==> config.mk <==
export PLATFORM = sky130hd
export DESIGN_NAME = table_sine_cosine_degrees_top
export DESIGN_NICKNAME = d
export VERILOG_FILES = /design/src/rtl/tscd_pkg.sv /design/src/rtl/table_sine_cosine_degrees_top.sv
export SDC_FILE = /design/constraint.sdc
export NUM_CORES = 2
export LEC_CHECK = 0
export ABC_AREA = 1
export BUFFER_PORTS_ARGS = -buffer_cell sky130_fd_sc_hd__buf_2
export CAP_MARGIN = 25
export CORE_ASPECT_RATIO = 1.4
export CORE_MARGIN = 5
export CORE_UTILIZATION = 45
export CTS_CLUSTER_DIAMETER = 150
export DETAILED_ROUTE_END_ITERATION = 8
export PLACE_DENSITY = 0.65
export SLEW_MARGIN = 5
export SYNTH_ARGS = -nofsm -noshare
export SYNTH_HDL_FRONTEND = slang
export SYNTH_SLANG_ARGS = --single-unit
export TNS_END_PERCENT = 20
==> constraint.sdc <==
create_clock -name clock -period 14.1 [get_ports clock]
set_input_delay 2.82 -clock clock [delete_from_list [all_inputs] [get_ports clock]]
set_output_delay 2.82 -clock clock [all_outputs]
set_load 0.02 [all_outputs]
==> src/rtl/tscd_pkg.sv <==
// tscd_pkg: constants, widths and q1.15 tables for the degree sine/cosine pipeline
// no dependencies; imported by table_sine_cosine_degrees_top and tscd_checker
`default_nettype none

package tscd_pkg;

   // field formats
   localparam int ANGLE_W         = 24;
   localparam int ANGLE_FRAC_BITS = 8;
   localparam int OUT_W           = 16;
   localparam int OUT_FRAC_BITS   = 15;
   localparam int OUT_SAT         = 32767;

   // angle landmarks in input units
   localparam int UNIT_ANG = 1 << ANGLE_FRAC_BITS;
   localparam int FULL_ANG = 360 * UNIT_ANG;
   localparam int HALF_ANG = 180 * UNIT_ANG;
   localparam int QUAR_ANG = 90 * UNIT_ANG;
   localparam int TEN_ANG  = 10 * UNIT_ANG;

   // full turn = 45 * 2^LOW_W, so the low bits pass and the rest is reduced mod 45
   localparam int MOD_DIV  = 45;
   localparam int SUM_W    = ANGLE_W + 1;
   localparam int LOW_W    = ANGLE_FRAC_BITS + 3;
   localparam int Q_W      = SUM_W - LOW_W;
   localparam int Q_OFS    = MOD_DIV * ((1 << (Q_W - 1)) / MOD_DIV + 1);
   localparam int X_W      = Q_W + 1;
   localparam int RECIP_SH = X_W + 2;
   localparam int RECIP    = (1 << RECIP_SH) / MOD_DIV;
   localparam int RECIP_W  = $clog2(RECIP + 1);
   localparam int PROD_W   = X_W + RECIP_W;
   localparam int QE_W     = PROD_W - RECIP_SH;
   localparam int RM_W     = $clog2(2 * MOD_DIV);
   localparam int WRAP_W   = $clog2(FULL_ANG);
   localparam int HALF_W   = $clog2(HALF_ANG);
   localparam int FOLD_W   = $clog2(QUAR_ANG + 1);
   localparam int IDX_W    = 4;
   localparam int B_W      = $clog2(TEN_ANG);
   localparam int FB_W     = B_W - ANGLE_FRAC_BITS;

   // product widths
   localparam int TAB_W    = 16;
   localparam int T1_W     = 2 * TAB_W;
   localparam int BS_W     = B_W + TAB_W;
   localparam int DEG_W    = 25;
   localparam logic [DEG_W-1:0] DEG_TO_RAD_Q30 = DEG_W'(18740330);
   localparam int T2F_W    = BS_W + DEG_W;
   localparam int T2_SH    = ANGLE_FRAC_BITS + 15;
   localparam int T2_W     = T2F_W - T2_SH;
   localparam int Y30_W    = 32;

   // final rounding from 30 fraction bits to the output format
   localparam int OUT_RSH  = (OUT_FRAC_BITS < 30) ? 30 - OUT_FRAC_BITS : 0;
   localparam int OUT_LSH  = (OUT_FRAC_BITS > 30) ? OUT_FRAC_BITS - 30 : 0;
   localparam int Y_W      = Y30_W + 2 + OUT_LSH;

   // sin(10a) in q1.15
   function automatic logic [TAB_W-1:0] sin10_q15(input logic [IDX_W-1:0] idx);
      logic [TAB_W-1:0] val;
      case (idx)
         4'd0:    val = 16'd0;
         4'd1:    val = 16'd5690;
         4'd2:    val = 16'd11207;
         4'd3:    val = 16'd16384;
         4'd4:    val = 16'd21063;
         4'd5:    val = 16'd25102;
         4'd6:    val = 16'd28378;
         4'd7:    val = 16'd30792;
         4'd8:    val = 16'd32270;
         4'd9:    val = 16'd32768;
         default: val = 16'd0;
      endcase
      return val;
   endfunction

   // cos(whole degrees) in q1.15
   function automatic logic [TAB_W-1:0] cos1_q15(input logic [IDX_W-1:0] idx);
      logic [TAB_W-1:0] val;
      case (idx)
         4'd0:    val = 16'd32768;
         4'd1:    val = 16'd32763;
         4'd2:    val = 16'd32748;
         4'd3:    val = 16'd32723;
         4'd4:    val = 16'd32688;
         4'd5:    val = 16'd32643;
         4'd6:    val = 16'd32588;
         4'd7:    val = 16'd32524;
         4'd8:    val = 16'd32449;
         4'd9:    val = 16'd32365;
         default: val = 16'd32768;
      endcase
      return val;
   endfunction

endpackage

`default_nettype wire

==> src/rtl/table_sine_cosine_degrees_top.sv <==
// table_sine_cosine_degrees_top: ten-stage pipeline for sine/cosine of an angle in degrees
// depends on tscd_pkg for widths, constants and the q1.15 tables
`default_nettype none

// channel   | dir | payload                                   | handshake
// ----------+-----+-------------------------------------------+----------------------
// req_      | in  | tdata[23:0] angle_in, tuser opcode        | req_tvalid/req_tready
// rsp_      | out | tdata[15:0] trig_out                      | rsp_tvalid/rsp_tready
//
// one item per cycle sustained while the output is not stalled; rsp_tvalid rises once
// the item has passed through every stage and sits in the output register
// the ten register stages are: quarter-turn add, mod-45 reciprocal multiply,
// remainder, fold, index split, table products, pi/180 multiply, correction rounding,
// sum, and output rounding with saturation and sign
// all stages advance together while the output register is empty or being taken;
// valid bits ride along with the data, so bubbles are carried and nothing is lost
// reset is synchronous and clears only the valid bits; the data registers need none

module table_sine_cosine_degrees_top (
   input  wire  logic                          clock,
   input  wire  logic                          reset,
   input  wire  logic                          req_tvalid,
   output       logic                          req_tready,
   input  wire  logic [tscd_pkg::ANGLE_W-1:0]  req_tdata,  // [23:0] angle_in
   input  wire  logic                          req_tuser,  // [0] opcode (1 = cosine)
   output       logic                          rsp_tvalid,
   input  wire  logic                          rsp_tready,
   output       logic [tscd_pkg::OUT_W-1:0]    rsp_tdata   // [15:0] trig_out
);

   import tscd_pkg::*;

   localparam int NSTG = 10;

   // global advance: the last stage is empty or its item leaves this cycle
   logic            adv;
   logic [NSTG-1:0] vld_ff;

   assign adv        = !vld_ff[NSTG-1] || rsp_tready;
   assign req_tready = adv;
   assign rsp_tvalid = vld_ff[NSTG-1];

   always_ff @(posedge clock) begin
      if (reset) begin
         vld_ff <= '0;
      end else if (adv) begin
         vld_ff <= {vld_ff[NSTG-2:0], req_tvalid};
      end
   end

   // ---------------- stage 1: add quarter turn for cosine, split off low bits
   logic signed [SUM_W-1:0] sum_in;
   logic        [Q_W-1:0]   q_in;
   logic        [X_W-1:0]   s1_x_ff;
   logic        [LOW_W-1:0] s1_low_ff;

   always_comb begin
      sum_in = $signed({req_tdata[ANGLE_W-1], req_tdata})
             + (req_tuser ? SUM_W'(QUAR_ANG) : SUM_W'(0));
      q_in   = sum_in[SUM_W-1:LOW_W];
   end

   // bias the signed count of 8-degree steps by a multiple of 45 so it is non-negative
   always_ff @(posedge clock) begin
      if (adv) begin
         s1_x_ff   <= X_W'({q_in[Q_W-1], q_in}) + X_W'(Q_OFS);
         s1_low_ff <= sum_in[LOW_W-1:0];
      end
   end

   // ---------------- stage 2: reciprocal multiply for the quotient by 45
   logic [PROD_W-1:0] s2_prod_ff;
   logic [X_W-1:0]    s2_x_ff;
   logic [LOW_W-1:0]  s2_low_ff;

   always_ff @(posedge clock) begin
      if (adv) begin
         s2_prod_ff <= PROD_W'(s1_x_ff) * PROD_W'(RECIP);
         s2_x_ff    <= s1_x_ff;
         s2_low_ff  <= s1_low_ff;
      end
   end

   // ---------------- stage 3: remainder mod 45 with one correction step
   // the quotient estimate is low by at most one, so the remainder is below 90
   logic [QE_W-1:0]   qe;
   logic [X_W-1:0]    rm_full;
   logic [RM_W-1:0]   rm;
   logic [RM_W-1:0]   rm_fix;
   logic [WRAP_W-1:0] s3_ang_ff;

   always_comb begin
      qe      = s2_prod_ff[PROD_W-1:RECIP_SH];
      rm_full = s2_x_ff - X_W'(qe) * X_W'(MOD_DIV);
      rm      = rm_full[RM_W-1:0];
      rm_fix  = (rm >= RM_W'(MOD_DIV)) ? rm - RM_W'(MOD_DIV) : rm;
   end

   always_ff @(posedge clock) begin
      if (adv) begin
         s3_ang_ff <= {rm_fix[WRAP_W-LOW_W-1:0], s2_low_ff};
      end
   end

   // ---------------- stage 4: remove the lower half-turn, fold into 0..90
   logic [HALF_W-1:0] half_ang;
   logic              neg_in;
   logic [FOLD_W-1:0] s4_fold_ff;
   logic              s4_neg_ff;

   always_comb begin
      neg_in   = s3_ang_ff >= WRAP_W'(HALF_ANG);
      half_ang = neg_in ? HALF_W'(s3_ang_ff - WRAP_W'(HALF_ANG)) : HALF_W'(s3_ang_ff);
   end

   always_ff @(posedge clock) begin
      if (adv) begin
         s4_neg_ff  <= neg_in;
         s4_fold_ff <= (half_ang > HALF_W'(QUAR_ANG))
                       ? FOLD_W'(HALF_W'(HALF_ANG) - half_ang)
                       : FOLD_W'(half_ang);
      end
   end

   // ---------------- stage 5: ten-degree index and remainder
   // exactly 90 lands on index 9 with no remainder
   logic [IDX_W-1:0] a_in;
   logic [B_W-1:0]   b_in;
   logic [FB_W-1:0]  fb_raw;
   logic [IDX_W-1:0] s5_a_ff;
   logic [IDX_W-1:0] s5_fb_ff;
   logic [B_W-1:0]   s5_b_ff;
   logic             s5_neg_ff;

   always_comb begin
      a_in = '0;
      for (int i = 1; i <= 9; i++) begin
         if (s4_fold_ff >= FOLD_W'(i * TEN_ANG)) begin
            a_in = a_in + IDX_W'(1);
         end
      end
      b_in   = B_W'(s4_fold_ff - FOLD_W'(a_in) * FOLD_W'(TEN_ANG));
      fb_raw = b_in[B_W-1:ANGLE_FRAC_BITS];
   end

   always_ff @(posedge clock) begin
      if (adv) begin
         s5_a_ff   <= a_in;
         s5_b_ff   <= b_in;
         s5_fb_ff  <= (fb_raw > FB_W'(9)) ? IDX_W'(9) : IDX_W'(fb_raw);
         s5_neg_ff <= s4_neg_ff;
      end
   end

   // ---------------- stage 6: sin(10a)*cos(floor b) and b*cos(10a)
   logic [T1_W-1:0] s6_t1_ff;
   logic [BS_W-1:0] s6_bs_ff;
   logic            s6_neg_ff;

   always_ff @(posedge clock) begin
      if (adv) begin
         s6_t1_ff  <= T1_W'(sin10_q15(s5_a_ff)) * T1_W'(cos1_q15(s5_fb_ff));
         s6_bs_ff  <= BS_W'(s5_b_ff) * BS_W'(sin10_q15(IDX_W'(9) - s5_a_ff));
         s6_neg_ff <= s5_neg_ff;
      end
   end

   // ---------------- stage 7: scale the correction by pi/180
   logic [T1_W-1:0]  s7_t1_ff;
   logic [T2F_W-1:0] s7_t2f_ff;
   logic             s7_neg_ff;

   always_ff @(posedge clock) begin
      if (adv) begin
         s7_t1_ff  <= s6_t1_ff;
         s7_t2f_ff <= T2F_W'(s6_bs_ff) * T2F_W'(DEG_TO_RAD_Q30);
         s7_neg_ff <= s6_neg_ff;
      end
   end

   // ---------------- stage 8: round the correction to 30 fraction bits
   logic [T2F_W-1:0] t2_rnd;
   logic [T1_W-1:0]  s8_t1_ff;
   logic [T2_W-1:0]  s8_t2_ff;
   logic             s8_neg_ff;

   assign t2_rnd = s7_t2f_ff + (T2F_W'(1) << (T2_SH - 1));

   always_ff @(posedge clock) begin
      if (adv) begin
         s8_t1_ff  <= s7_t1_ff;
         s8_t2_ff  <= t2_rnd[T2F_W-1:T2_SH];
         s8_neg_ff <= s7_neg_ff;
      end
   end

   // ---------------- stage 9: sum of both terms
   logic [Y30_W-1:0] s9_y30_ff;
   logic             s9_neg_ff;

   always_ff @(posedge clock) begin
      if (adv) begin
         s9_y30_ff <= Y30_W'(s8_t1_ff) + Y30_W'(s8_t2_ff);
         s9_neg_ff <= s8_neg_ff;
      end
   end

   // ---------------- stage 10: round to output format, saturate, apply sign
   logic [Y_W-1:0]   y_rnd;
   logic [Y_W-1:0]   y_scl;
   logic [OUT_W-1:0] y_sat;
   logic [OUT_W-1:0] out_ff;

   always_comb begin
      y_rnd = Y_W'(s9_y30_ff) + Y_W'((1 << OUT_RSH) >> 1);
      y_scl = (y_rnd >> OUT_RSH) << OUT_LSH;
      y_sat = (y_scl > Y_W'(OUT_SAT)) ? OUT_W'(OUT_SAT) : OUT_W'(y_scl);
   end

   always_ff @(posedge clock) begin
      if (adv) begin
         out_ff <= s9_neg_ff ? OUT_W'(0) - y_sat : y_sat;
      end
   end

   assign rsp_tdata = out_ff;

endmodule

`default_nettype wire

# Word-level counts from Yosys, hierarchy flattened
# Memory sizes are Yosys's and may differ from the RTL's. A register that Yosys moved wholly into a read port is not among the register bits.
# Cells that the tools add are included.
# totals
register_bits,388
romBits,768
input_bits,29
out_inout_bits,18
wordCells,91
mem_count,3
# op_classes
addsub,20
mul,6
n_lt_le_gt_ge,14
n_mux,21
reduce_logical,2
# mem_list
memory,words,width,rd,rd_clocked_by_memory_dff,write_ports,line,source
(no name shown),16,16,1,1,0,tscd_pkg.sv:60,case (idx)
(no name shown),16,16,1,1,0,tscd_pkg.sv:79,case (idx)
(no name shown),16,16,1,0,0,tscd_pkg.sv:60,
# op_table
op,n
16-bit two-way mux,6
53-bit by 23-bit adder with 53-bit output (second input constant),1
28-bit by 24-bit multiplier with 52-bit output (second input constant),1
15-bit by 14-bit >= comparator with 1-bit output (second input constant),3
15-bit >= comparator (second input constant),3
4-bit two-way mux,11
32-bit by 15-bit adder with 33-bit output (second input constant),1
32-bit by 30-bit adder with 32-bit output,1
4-bit by 1-bit adder with 4-bit output (second input constant),8
16-bit by 16-bit multiplier with 32-bit output,1
15-bit by 13-bit >= comparator with 1-bit output (second input constant),2
15-bit two-way mux,2
12-bit by 16-bit multiplier with 28-bit output,1
24-bit by 16-bit adder with 25-bit output,1
15-bit by 7-bit multiplier with 22-bit output (second input constant),1
18-bit by 15-bit > comparator with 1-bit output (second input constant),1
17-bit by 16-bit >= comparator with 1-bit output (second input constant),1
16-bit by 15-bit > comparator with 1-bit output (second input constant),1
1-bit by 16-bit subtractor with 16-bit output (first input constant),1
16-bit subtractor (second input constant),1
15-bit by 14-bit adder with 15-bit output (second input constant),1
15-bit by 12-bit >= comparator with 1-bit output (second input constant),1
14-bit by 15-bit subtractor with 15-bit output (first input constant),1
12-bit subtractor,1
other kinds (11),11

# Depth between registers and ports, before layout
# depth
word_depth,23
mapped_depth,45
ltp_nobuf,45

# Worst setup path after synthesis
# OpenSTA, ideal clock, no wires.
# synth_timing
path_kind,input port to output port
from,input port rsp_tready
to,output port req_tready
arrival_ps,12365
t_required_ps,11280
setup_slack_ps,-1085
cell_stages,4
path_buffers,2
cell_sequence,nor2_1 > inv_1 > buf_6 > clkbuf_1
# synth_between
elab_chain_len,1
# synth_lines
item,line,source
"start, declared",table_sine_cosine_degrees_top.sv:27,"input wire logic rsp_tready,"
1-bit logical OR,table_sine_cosine_degrees_top.sv:39,assign adv = !vld_ff[NSTG-1] || rsp_tready;
"end, declared",table_sine_cosine_degrees_top.sv:23,"output logic req_tready,"
# Every way passes these cells.

# Final worst setup path
# layout_timing
from,register s5_a_ff[1]
to,register s6_bs_ff[26] (data pin)
# layout_between
elab_chain_len,4
# layout_lines
item,line,source
"start, declared",table_sine_cosine_degrees_top.sv:130,logic [IDX_W-1:0] s5_a_ff;
"start signal, assigned",table_sine_cosine_degrees_top.sv:148,s5_a_ff <= a_in;
4-bit subtractor,table_sine_cosine_degrees_top.sv:163,s6_bs_ff <= BS_W'(s5_b_ff) * BS_W'(sin10_q15(IDX_W'(9) - s5_a_ff));
memory 16 x 16 bit,n/a,
16-bit two-way mux,table_sine_cosine_degrees_top.sv:161,if (adv) begin
12-bit by 16-bit multiplier with 28-bit output,table_sine_cosine_degrees_top.sv:163,
"end signal, assigned",table_sine_cosine_degrees_top.sv:163,
"end, declared",table_sine_cosine_degrees_top.sv:157,logic [BS_W-1:0] s6_bs_ff;
# Every way passes these cells. The select of a mux whose other input is x is not followed.
# A chain may end at the register's enable or synchronous reset.

==> metrics.md <==
| Metric | Value |
|---|---|
| Reg2reg path depth | 27 |
| Bufs on Longest Clock Path | 3 |
| Die height | 382 um |
| Hold Fails Final Rpt | 0 |
| Core ar. | 0.0982 mm^2 |
| Top_reg_cell synth | edfxtp_1 |
| Count of final max-slew check failures | 0 |
| CP endpoint kind | register |
| Syn_nets | 5833 |
| Kind of critical path | register to register |
| DIE WIDTH | 276 um |
| Post-Syn Instances | 4598 |
| Clock sinks | 364 |
| FF/Latch Area | 0.0106 mm^2 |
| Post-Route Skew | 0.0400 ns |
| Crit start category | register |
| Highest Signal Layer | met4 |
| Count of final setup violators | 0 |
| Root Buffer | clkbuf_16 |
| Post-Route Setup TNS | 0 ns |
| Yosys cell types | 61 |
| Unrepaired setup endpoints after global routing | false |
| Initial core utilization | 45.3% |
| Routed wire length on met2 | 52200 um |
| Hold depth | 0 |
| Skew-Pair Late Insertion Delay | 0.58 ns |
| Area grow syn2layout | 7.00% |
| RePlAce Congestion | 0.932 |
| DRT Pass-1 Iters | 5 |
| Nets@finish | 5887 |
| Ratio of cells with drive above 1 in the final layout | 4.44% |
| Post-Syn Area | 0.0445 mm^2 |
| Vias in the first global route | 32100 |
| R2r setup slk | 5.71 ns |
| Routed wl met3 | 3100 um |
| Reg clk slew, reported paths | 0.07 ns |
| DR WL/cell | 16.2 um |
| Hold-fix buffers at CTS | 0 |
| Syn_area_per_cell | 9.67 um^2 |
| Largest net degree at the start of global routing | 158 |
| RR Startpoint | s5_a_ff[1] |
| DRT iter0 DRCs | 1414 |
| Synthesis warning total | 0 |
| EDFF count, synth | 328 |
| CTS tree | done |
| Actual slew at the worst max-slew pin | 0.914 ns |
| Post-CTS setup buffers | 0 |
| Asr flop ratio synth | 0% |
| Multi-input logic area | 0.0290 mm^2 |
| Seq/Total Area, Yosys | 23.8% |
| Peak Freq | 119 MHz |
| Detailed placer's ending HPWL | 82200 um |
| Max cap viols | 0 |
| Ports | 47 |
| HP Class | register to register |
| First-pass GRT wire length | 161000 um |
| Final Cycle Share | 59.5% |
| DRT Wirelength | 97000 um |
| CTS resizes | 0 |
| CP arrival | 8.69 ns |
| GRT Total Usage | 19.2% |
| # DRC | 0 |
| Via count | 29400 |
| Number of cell rows | 136 |
| CP Max Fanout | 13 |
| Filler cells | 9156 |
| Number of buffers created by CTS | 40 |
| Die area | 0.105 mm^2 |
| CTS H-tree lvls | 2 |
| Slew margin rel. | 38.8% |
| Total grt overflow | 0 |
| Worst hold start | s4_fold_ff[6] |
| DR vias/cell | 4.90 |
| Met1 wire length | 37200 um |
| Reg-to-reg endpoint | s6_bs_ff[26] |
| Final Critical Period | 8.39 ns |
| Antenna fix cells | 0 |
| Worst Hold Endpoint | s5_b_ff[6] |
| PortBufs | 46 |
| Antenna violations before repair | 0 |
| Synthesized flop and latch total | 364 |
| Status | finished clean |
| Req. time, crit path | 14.40 ns |
| Post-route ant nets | 0 |
synth_stat cells (6+ instances only):
library cell / number / share of area (%)
inv_1: 1242 / 10
nand2_1: 691 / 5.8
fa_1: 668 / 30
ha_1: 538 / 15
edfxtp_1: 328 / 22
nor2_1: 216 / 1.8
a21oi_1: 182 / 2.0
xor2_1: 143 / 2.8
nand3_1: 101 / 1.1
o21ai_0: 97 / 1.1
xnor2_1: 84 / 1.7
clkbuf_1: 41 / 0.35
dfxtp_1: 36 / 1.6
nand2_2: 30 / 0.42
nand4_1: 26 / 0.37
a31oi_1: 14 / 0.20
nor3_1: 13 / 0.15
or2_2: 11 / 0.15
o21a_1: 9 / 0.15
a211oi_1: 8 / 0.14
nor4_1: 8 / 0.11
nand3_2: 7 / 0.16
a21o_1: 6 / 0.10
o221ai_1: 6 / 0.12
metrics by stage:
step	cell area, um^2	utilization [%]	std cells	setup WS [ns]	hold slack (ns)
after floorplan	44500	-	4598	3.84	0.400
after global placement	46300	47.1	5921	5.98	0.400
after detailed placement	46300	47.1	5921	5.81	0.405
after CTS	47600	48.5	5994	5.75	0.400
after global routing	47600	48.5	5994	5.16	0.405
final	47600	48.5	5994	5.71	0.408
cells by family after synthesis:
| group | synth area share [%] |
|---|---|
| flip-flops | 23.8 |
| AND/OR/NAND/NOR | 10.9 |
| AO/OA/AOI/OAI | 4.60 |
| buffers and inverters | 11.0 |
| adder cells (fa/ha/maj) | 45.2 |
| XOR/XNOR | 4.51 |
| other | 0.00843 |
placed cells by master, fill, tap and decap left out, drive strengths merged, types with 21 or more instances in the layout:
cell       n
inv     1257
xor2     143
dfxtp     36
edfxtp   328
nand2    725
clkbuf    45
a21oi    183
nor2     224
fa       668
clkinv    21
buf       57
ha       538
nand4     26
xnor2     85
nand3    109
o21ai    107
state kept, by name, indices dropped and copies added, names as in the netlist, 4 cells and up, named ones only:
| register | cells |
|---|---|
| rsp_tdata | 16 |
| s5_a_ff | 4 |
| s8_t1_ff | 32 |
| s2_x_ff | 7 |
| s7_t1_ff | 32 |
| s2_prod_ff | 7 |
| s2_low_ff | 11 |
| s5_fb_ff | 4 |
| s1_x_ff | 15 |
| s9_y30_ff | 18 |
| s1_low_ff | 11 |
| s5_b_ff | 12 |
| s6_t1_ff | 32 |
| vld_ff | 10 |
| s6_bs_ff | 28 |
| s8_t2_ff | 30 |
| s3_ang_ff | 17 |
| s4_fold_ff | 15 |
| s7_t2f_ff | 31 |
how the worst max path moves through the flow:
stage,start,endpoint,slack [ns],depth (start not counted)
final,s5_a_ff[1],s6_bs_ff[26],5.71,27
after global routing,s5_a_ff[1],s6_bs_ff[26],5.16,29
after CTS,s5_a_ff[1],s6_bs_ff[26],5.75,27
after detailed placement,s5_a_ff[1],s6_bs_ff[26],5.81,27
after global placement,s5_a_ff[1],s6_bs_ff[26],5.98,30
after floorplan,rsp_tready,req_tready,3.84,4
area by class of cell:
class                   instances  share of cell area (%)
multi-input cells            2935                    61.0
flip-flops and latches        364                    22.2
inverters                    1254                    9.92
well taps                    1311                    3.45
clock buffers                  45                    2.23
repair buffers                 57                   0.684
clock inverters                28                   0.536
per-layer routing:
metal | vias up | track usage, %
met1 | 14400 | 21.9
met2 | 560 | 36.4
met5 | - | 0
li1 | 14200 | -
met4 | 0 | 7.79
met3 | 225 | 1.73
worst max-delay path, stage by stage, from the launching register on:
cell and delay (ns):
edfxtp_1 0.43, inv_1 0.22, ha_1 0.42, nor2_1 0.20, inv_1 0.07, nor2_1 0.71
a21oi_1 0.32, inv_1 0.41, nor2_1 0.18, inv_1 0.29, nand2_1 0.11, fa_1 0.48
fa_1 0.54, fa_1 0.44, fa_1 0.53, fa_1 0.54, inv_1 0.05, ha_1 0.35
a21oi_1 0.14, a21boi_1 0.25, o21ai_0 0.16, a21boi_1 0.27, o21ai_0 0.19, a21boi_1 0.25
o21ai_0 0.16, a21oi_1 0.16, o21ai_1 0.08, xor2_1 0.14
Power is not shown: default switching activity piles up to over one toggle a cycle in this logic, so the estimate is an artifact.
